<file path="src/rtl/cau_pkg.sv">
package cau_pkg;

  // Q format and datapath widths
  localparam int FRAC_BITS = 16;
  localparam int DATA_W    = 32;
  localparam int PROD_W    = 2 * DATA_W;          // one 32x32 product
  localparam int ACC_W     = PROD_W + 1;          // sum of two products
  localparam int NUM_W     = PROD_W + FRAC_BITS;  // scaled dividend
  localparam int QUO_W     = DATA_W + 1;          // quotient bits developed
  localparam int DSH_W     = PROD_W + QUO_W;      // shifted divisor
  localparam int STEP_W    = $clog2(QUO_W);

  // request queue
  localparam int QDEPTH = 4;
  localparam int QPTR_W = $clog2(QDEPTH);
  localparam int QCNT_W = $clog2(QDEPTH + 1);

  typedef enum logic [1:0] {
    CMD_ADD = 2'd0,
    CMD_SUB = 2'd1,
    CMD_MUL = 2'd2,
    CMD_DIV = 2'd3
  } cmd_t;

  typedef enum logic [1:0] {
    ST_OK   = 2'd0,
    ST_SAT  = 2'd1,
    ST_DIVZ = 2'd2
  } status_t;

  // one classified request
  typedef struct packed {
    cmd_t                      cmd;
    logic                      fast;      // finished in the back end's idle state
    logic                      zero_div;  // divide with zero divisor
    logic signed [DATA_W-1:0]  a_re;
    logic signed [DATA_W-1:0]  a_im;
    logic signed [DATA_W-1:0]  b_re;
    logic signed [DATA_W-1:0]  b_im;
  } req_t;

  typedef struct packed {
    logic [DATA_W-1:0] val;
    logic              sat;
  } sat_t;

  // clamp a wide signed value to DATA_W bits
  function automatic sat_t sat_wide(input logic signed [ACC_W-1:0] v);
    sat_t r;
    if (&v[ACC_W-1:DATA_W-1] || ~|v[ACC_W-1:DATA_W-1]) begin
      r.val = v[DATA_W-1:0];
      r.sat = 1'b0;
    end else if (v[ACC_W-1]) begin
      r.val = {1'b1, {(DATA_W-1){1'b0}}};
      r.sat = 1'b1;
    end else begin
      r.val = {1'b0, {(DATA_W-1){1'b1}}};
      r.sat = 1'b1;
    end
    return r;
  endfunction

  // sign and truncated quotient magnitude to DATA_W bits
  function automatic sat_t div_pack(input logic neg, input logic ovf,
                                    input logic [QUO_W-1:0] q);
    sat_t r;
    if (!neg) begin
      if (ovf || q[QUO_W-1] || q[DATA_W-1]) begin
        r.val = {1'b0, {(DATA_W-1){1'b1}}};
        r.sat = 1'b1;
      end else begin
        r.val = q[DATA_W-1:0];
        r.sat = 1'b0;
      end
    end else begin
      if (ovf || q[QUO_W-1] || (q[DATA_W-1] && |q[DATA_W-2:0])) begin
        r.val = {1'b1, {(DATA_W-1){1'b0}}};
        r.sat = 1'b1;
      end else begin
        r.val = -q[DATA_W-1:0];
        r.sat = 1'b0;
      end
    end
    return r;
  endfunction

endpackage

</file>
<file path="src/rtl/cau_front.sv">
module cau_front (
  input  logic                                clk,
  input  logic                                rst,
  input  logic                                start,
  input  logic [1:0]                          cmd,
  input  logic signed [cau_pkg::DATA_W-1:0]   a_re,
  input  logic signed [cau_pkg::DATA_W-1:0]   a_im,
  input  logic signed [cau_pkg::DATA_W-1:0]   b_re,
  input  logic signed [cau_pkg::DATA_W-1:0]   b_im,
  output logic                                busy,
  input  logic                                pop,
  output logic                                head_valid,
  output cau_pkg::req_t                       head
);

  cau_pkg::req_t                  q_mem [cau_pkg::QDEPTH];
  logic [cau_pkg::QPTR_W-1:0]     wr_ptr;
  logic [cau_pkg::QPTR_W-1:0]     rd_ptr;
  logic [cau_pkg::QCNT_W-1:0]     count;
  cau_pkg::req_t                  req;
  logic                           push;
  logic                           take;

  // classify
  always_comb begin
    req.cmd      = cau_pkg::cmd_t'(cmd);
    req.zero_div = (req.cmd == cau_pkg::CMD_DIV) && (b_re == '0) && (b_im == '0);
    req.fast     = (req.cmd == cau_pkg::CMD_ADD) || (req.cmd == cau_pkg::CMD_SUB) ||
                   req.zero_div;
    req.a_re     = a_re;
    req.a_im     = a_im;
    req.b_re     = b_re;
    req.b_im     = b_im;
  end

  assign busy       = (count == cau_pkg::QCNT_W'(cau_pkg::QDEPTH));
  assign head_valid = (count != '0);
  assign head       = q_mem[rd_ptr];
  assign push       = start && !busy;
  assign take       = pop && head_valid;

  always_ff @(posedge clk) begin
    if (push) begin
      q_mem[wr_ptr] <= req;
    end
  end

  always_ff @(posedge clk) begin
    if (rst) begin
      wr_ptr <= '0;
      rd_ptr <= '0;
      count  <= '0;
    end else begin
      if (push) begin
        wr_ptr <= (wr_ptr == cau_pkg::QPTR_W'(cau_pkg::QDEPTH - 1)) ? '0 : wr_ptr + 1'b1;
      end
      if (take) begin
        rd_ptr <= (rd_ptr == cau_pkg::QPTR_W'(cau_pkg::QDEPTH - 1)) ? '0 : rd_ptr + 1'b1;
      end
      case ({push, take})
        2'b10:   count <= count + 1'b1;
        2'b01:   count <= count - 1'b1;
        default: count <= count;
      endcase
    end
  end

endmodule

</file>
<file path="config.mk">
export PLATFORM = sky130hd
export DESIGN_NAME = cau_front
export DESIGN_NICKNAME = d
export VERILOG_FILES = /design/src/rtl/cau_pkg.sv /design/src/rtl/cau_front.sv
export SDC_FILE = /design/constraint.sdc
export NUM_CORES = 1
export LEC_CHECK = 0
export BUFFER_PORTS_ARGS = -buffer_cell sky130_fd_sc_hd__buf_4
export CAP_MARGIN = 20
export CORE_MARGIN = 1.5
export CORE_UTILIZATION = 30
export DETAILED_ROUTE_END_ITERATION = 10
export HOLD_SLACK_MARGIN = 0.05
export PLACE_DENSITY = 0.52
export SETUP_SLACK_MARGIN = 0.05
export SYNTH_ARGS = -nofsm -noshare
export SYNTH_HDL_FRONTEND = slang
export SYNTH_SLANG_ARGS = --single-unit
</file>
<file path="constraint.sdc">
create_clock -name clk -period 6.05 [get_ports clk]
set_input_delay 0.3025 -clock clk [delete_from_list [all_inputs] [get_ports clk]]
set_output_delay 0.3025 -clock clk [all_outputs]
set_load 0.005 [all_outputs]
</file>
# After elaboration in Yosys (flattened, before gate mapping)
# Memories as Yosys holds them, arrays and structs flattened. A register that Yosys moved wholly into a read port is not among the register bits.
# Cells that the tools add are included.
[word_totals]
n_memories = 1
ramBits = 528
register_bits = 7
output_inout_bits = 134
[memory_table]
columns = ["memory", "words", "width", "rd", "rd_ports_with_merged_regs", "write_ports", "line", "rtl"]
rows = [
  ["q_mem", 4, 132, 1, 1, 1, "cau_front.sv:16", "cau_pkg::req_t q_mem [cau_pkg::QDEPTH];"],
]
[op_classes]
n_addsub = 4
n_reduce_logical = 12
n_eq_ne = 7
mux = 7
[ops]
columns = ["op", "count"]
rows = [
  ["logical NOT 32 bit", 2],
  ["equality test 2 bit, second input constant", 4],
  ["two-way mux 2 bit", 4],
  ["one-hot mux 3 bit (2 select lines)", 1],
  ["adder 2 x 1 -> 2 bit, second input constant", 2],
  ["equality test 2 x 1 -> 1 bit, second input constant", 2],
  ["logical AND 1 bit", 4],
  ["adder 3 x 1 -> 3 bit, second input constant", 1],
  ["equality test 3 bit, second input constant", 1],
  ["nonzero test 3 bit", 1],
  ["subtractor 3 x 1 -> 3 bit, second input constant", 1],
  ["logical NOT 2 bit", 1],
  ["logical OR 1 bit", 2],
  ["two-way mux 1 bit", 2],
  ["nonzero test 2 bit", 1],
  ["logical NOT 1 bit", 1],
]

# Depth between registers and ports, before layout
[logic_depth]
depth_word = 5
mapped_depth = 10
depth_no_buf = 9

# Worst setup path after synthesis
# No wires, ideal clock.
[synth_timing]
path_kind = "register -> register"
start = "register count[2] (netlist bit)"
end = "memory q_mem[0][0] (netlist bit) (enable)"
setup_ns = 0.507
stages_incl_launch_ff = 5
slack_ns = 1.690
t_required_ns = 5.543
t_arrival_ns = 3.853
path_buffers = 1
path_cell_list = "dfxtp_1 -> nor3b_1 -> nor2b_1 -> clkbuf_1 -> and2_1"
[synth_between]
elab_chain_len = 5
[synth_lines]
columns = ["item", "line", "rtl"]
rows = [
  ["start: declaration", "cau_front.sv:19", "logic [cau_pkg::QCNT_W-1:0] count;"],
  ["start signal: assignment", "cau_front.sv:61", "2'b10: count <= count + 1'b1;"],
  ["start signal: assignment", "cau_front.sv:62", "2'b01: count <= count - 1'b1;"],
  ["start signal: assignment", "cau_front.sv:63", "default: count <= count;"],
  ["equality test 3 bit", "cau_front.sv:36", "assign busy = (count == cau_pkg::QCNT_W'(cau_pkg::QDEPTH));"],
  ["named net busy", "cau_front.sv:10", "output logic busy,"],
  ["logical NOT 1 bit", "cau_front.sv:39", "assign push = start && !busy;"],
  ["logical AND 1 bit", "cau_front.sv:39", ""],
  ["two-way mux 1 bit", "cau_front.sv:43", "if (push) begin"],
  ["two-way mux 1 bit (not written as such)", "cau_front.sv:44", "q_mem[wr_ptr] <= req;"],
  ["end: declaration", "cau_front.sv:16", ""],
]
# The timed path passes the listed nets, and every way through them passes these cells.

==> impl_metrics.yaml <==
run_status:
  outcome: "finished clean"
yosys:
  synth_fp_nets: 908
  synth_top_family_by_area: "multiplexers"
  synth_cell_types: 27
  syn_area_per_cell_um2: 25.63
  synth_largest_area_cell: "edfxtp_1"
  synthTopCellsByArea: "edfxtp_1, mux4_2, dfxtp_1, buf_6, nor4_1"
  yosys.area.top_type_share_pct: 80.66
  yosysSeqAreaShare_pct: 81.57
  syn-cell-area_mm2: 0.01966
  synthAdderAreaFrac_pct: 0.4837
  syn_inst: 767
  synth_compound_area_share_pct: 0.1655
  synthMuxAreaShare_pct: 15.23
  synth_xor_area_share_pct: 0.08911
  synth-simple-area-share_pct: 1.260
  synth_seq_cells: 537
  yosysWarningCount: 0
placement:
  port_buffers: 267
  dp.cells: 1866
  routabilityCongestion: 0.7070
  dp_hpwl_mm: 24.54
  placed_cell_area_mm2: 0.02266
detailed_routing:
  vias: 9549
  drcViolationCount: 0
  viasPerCell: 4.543
  dr.first_iter.drc_count: 532
  antenna_left: 0
  dr.pass1.iters: 6
  avgRoutedWirePerCell_um: 20.88
  wl_mm: 43.88
setup_path:
  cp_max_fo: 81
  reg2reg_to: "q_mem[3][35]"
  cp.required_ps: 5750
  r2r_setup_slack_ps: 3240
  end_kind: "output port"
  reg2reg_depth: 4
  startpoint_type: "flip-flop"
  critical_path_class: "flip-flop to output port"
  worst_ep_arrival_time_ps: 2800
  r2r-start: "count[2]"
floorplanning:
  die_area_mm2: 0.06707
  ios: 268
  initial_core_util_pct: 30.44
  fp-row-count: 93
  die_w_um: 259.0
  coreArea_mm2: 0.06458
  die_h_um: 259.0
min_path:
  holdPathStages: 4
  hp-start: "start"
  hold_class: "input pin to flip-flop"
  hold_end: "wr_ptr[1]"
clock_network:
  clk_latency_ps: 590
  clock-sinks: 537
  clk_pin_slew_ps: 60
  clockBufferDepth: 3
  post-cts-setup-buffers: 0
  cts_buffers: 59
  root_buffer: "clkbuf_16"
  htreeDepth: 2
  cts_tree: "built"
sta:
  max_slew.worst_pin.slew_ps: 962.7
  finalHoldViolations: 0
  slew_headroom_pct: 35.82
  fin_tns_setup_ps: 0
  min_period_ps: 3101
  final.period_utilization_pct: 51.25
  finalSetupViolations: 0
  rsz0062_at_grt: "false"
  clock_skew_ps: 16.32
  drv_slew: 0
  max_freq_mhz: 322.5
cells_and_area:
  antenna_cells: 0
  finalNetCount: 1345
  drive_above_1_share_pct: 39.05
  fill_cells: 5809
  final_common_cell: "edfxtp_1"
  stdcell_area_mm2: 0.02585
  area_growth_pct: 31.48
  instances_no_fill: 2102
  layout_common_cells: "edfxtp_1, buf_4, mux4_2, dlygate4sd3_1, clkbuf_16"
global_route:
  grt_max_degree: 133
  grt_pass1_vias: 10430
  grt_util_all_layers_pct: 13.02
  grt_remaining_overflow: 0
  grt_pass1_wl_mm: 65.01
  grt_antenna_before_repair: 3
pwr:
  switching_power_uw: 2436
  pwr_density_cell_mw_per_mm2: 391.3
  leakagePower_uw: 0.008567
  vdd_ir_drop_max_mv: 0.2844
  p_int_uw: 7677
  p_comb_share_pct: 20.5
  p_seq_share_pct: 45.2
  p_clk_share_pct: 34.3
  swShare_pct: 24.09
run:
  drv_cap: 0
## flip-flops by register name (all words and copies together) (netlist names), named ones only
name    count
count       3
q_mem     528
rd_ptr      2
wr_ptr      2
## critical path, stage by stage, from the launching register on
cell and delay (ps):
dfxtp_4 710, buf_12 600, mux4_2 630, buf_4 160
## timing repair
action / CTS / global route
hold buffers: 132 / 0
hold endpoints to repair: 529 / 0
resized for setup: 0 / 0
## cells in the mapped netlist (all sizes together)
cell and count:
or2 1, fa 1, nor3 1, a21oi 4, nand3b 1, mux4 132
nor2b 1, or3 3, nor4 14, mux2i 2, o31ai 1, nor3b 1
buf 25, inv 7, edfxtp 528, clkbuf 6, o21ai 1, nor4b 2
xor2 2, nand4 3, dfxtp 9, ha 6, nand3 2, nand2 3
nor2 7, and2 4
## worst max-delay path by stage
stage               slack, ps            to
floorplan                1690   q_mem[0][0]
global placement         3210  q_mem[3][69]
detailed placement       3140  q_mem[3][69]
CTS                      2770     head[116]
global route             2690     head[130]
finish                   2950      head[47]
## cell type report
class	instances	area, um2	area share [%]
clock buffers	77	1587	6.138
clock inverters	27	276.5	1.070
multi-input cells	192	3396	13.14
inverters	7	26.28	0.1017
flip-flops and latches	537	16040	62.07
repair buffers	407	3448	13.34
well taps	855	1070	4.139
## routing by layer
| metal | vias up | GRT usage, % | part of all wire (%) |
|---|---|---|---|
| li1 | 4198 | - | - |
| met1 | 5011 | 17.62 | 44 |
| met2 | 255 | 20.63 | 47 |
| met3 | 79 | 3.652 | 6.4 |
| met4 | 6 | 3.460 | 2.0 |
| met5 | - | 0 | 0.087 |
## stage by stage
step | hold WS [ps] | util (%) | power (uW) | setup WS (ps)
finish | 281.9 | 40.02 | 10110 | 2950
global route | 277.2 | 40.02 | 10580 | 2690
CTS | 230.9 | 40.02 | 10300 | 2775
detailed placement | 457.8 | 35.09 | 6724 | 3137
global placement | 455.6 | 35.09 | 6706 | 3214
floorplan | 371.6 | - | 5747 | 1690
## power groups by stage
stage	combinational, uW	sequential, uW	clock (uW)
after floorplan	1120	4630	0
after global placement	2070	4640	0
after detailed placement	2070	4660	0
after CTS	2150	4580	3570
after global routing	2250	4610	3720
final	2080	4570	3460
## cells by family (layout without fill, tap and decap cells)
logic type,Yosys count,after routing
buffers and inverters,38,518
DFF,537,537
AOI/OAI and AO/OA,6,6
xor gates and xnor gates,2,2
and+or+nand+nor,43,43
muxes,134,134
adders and majority gates,7,7
Power figures use the tool's default switching activity.
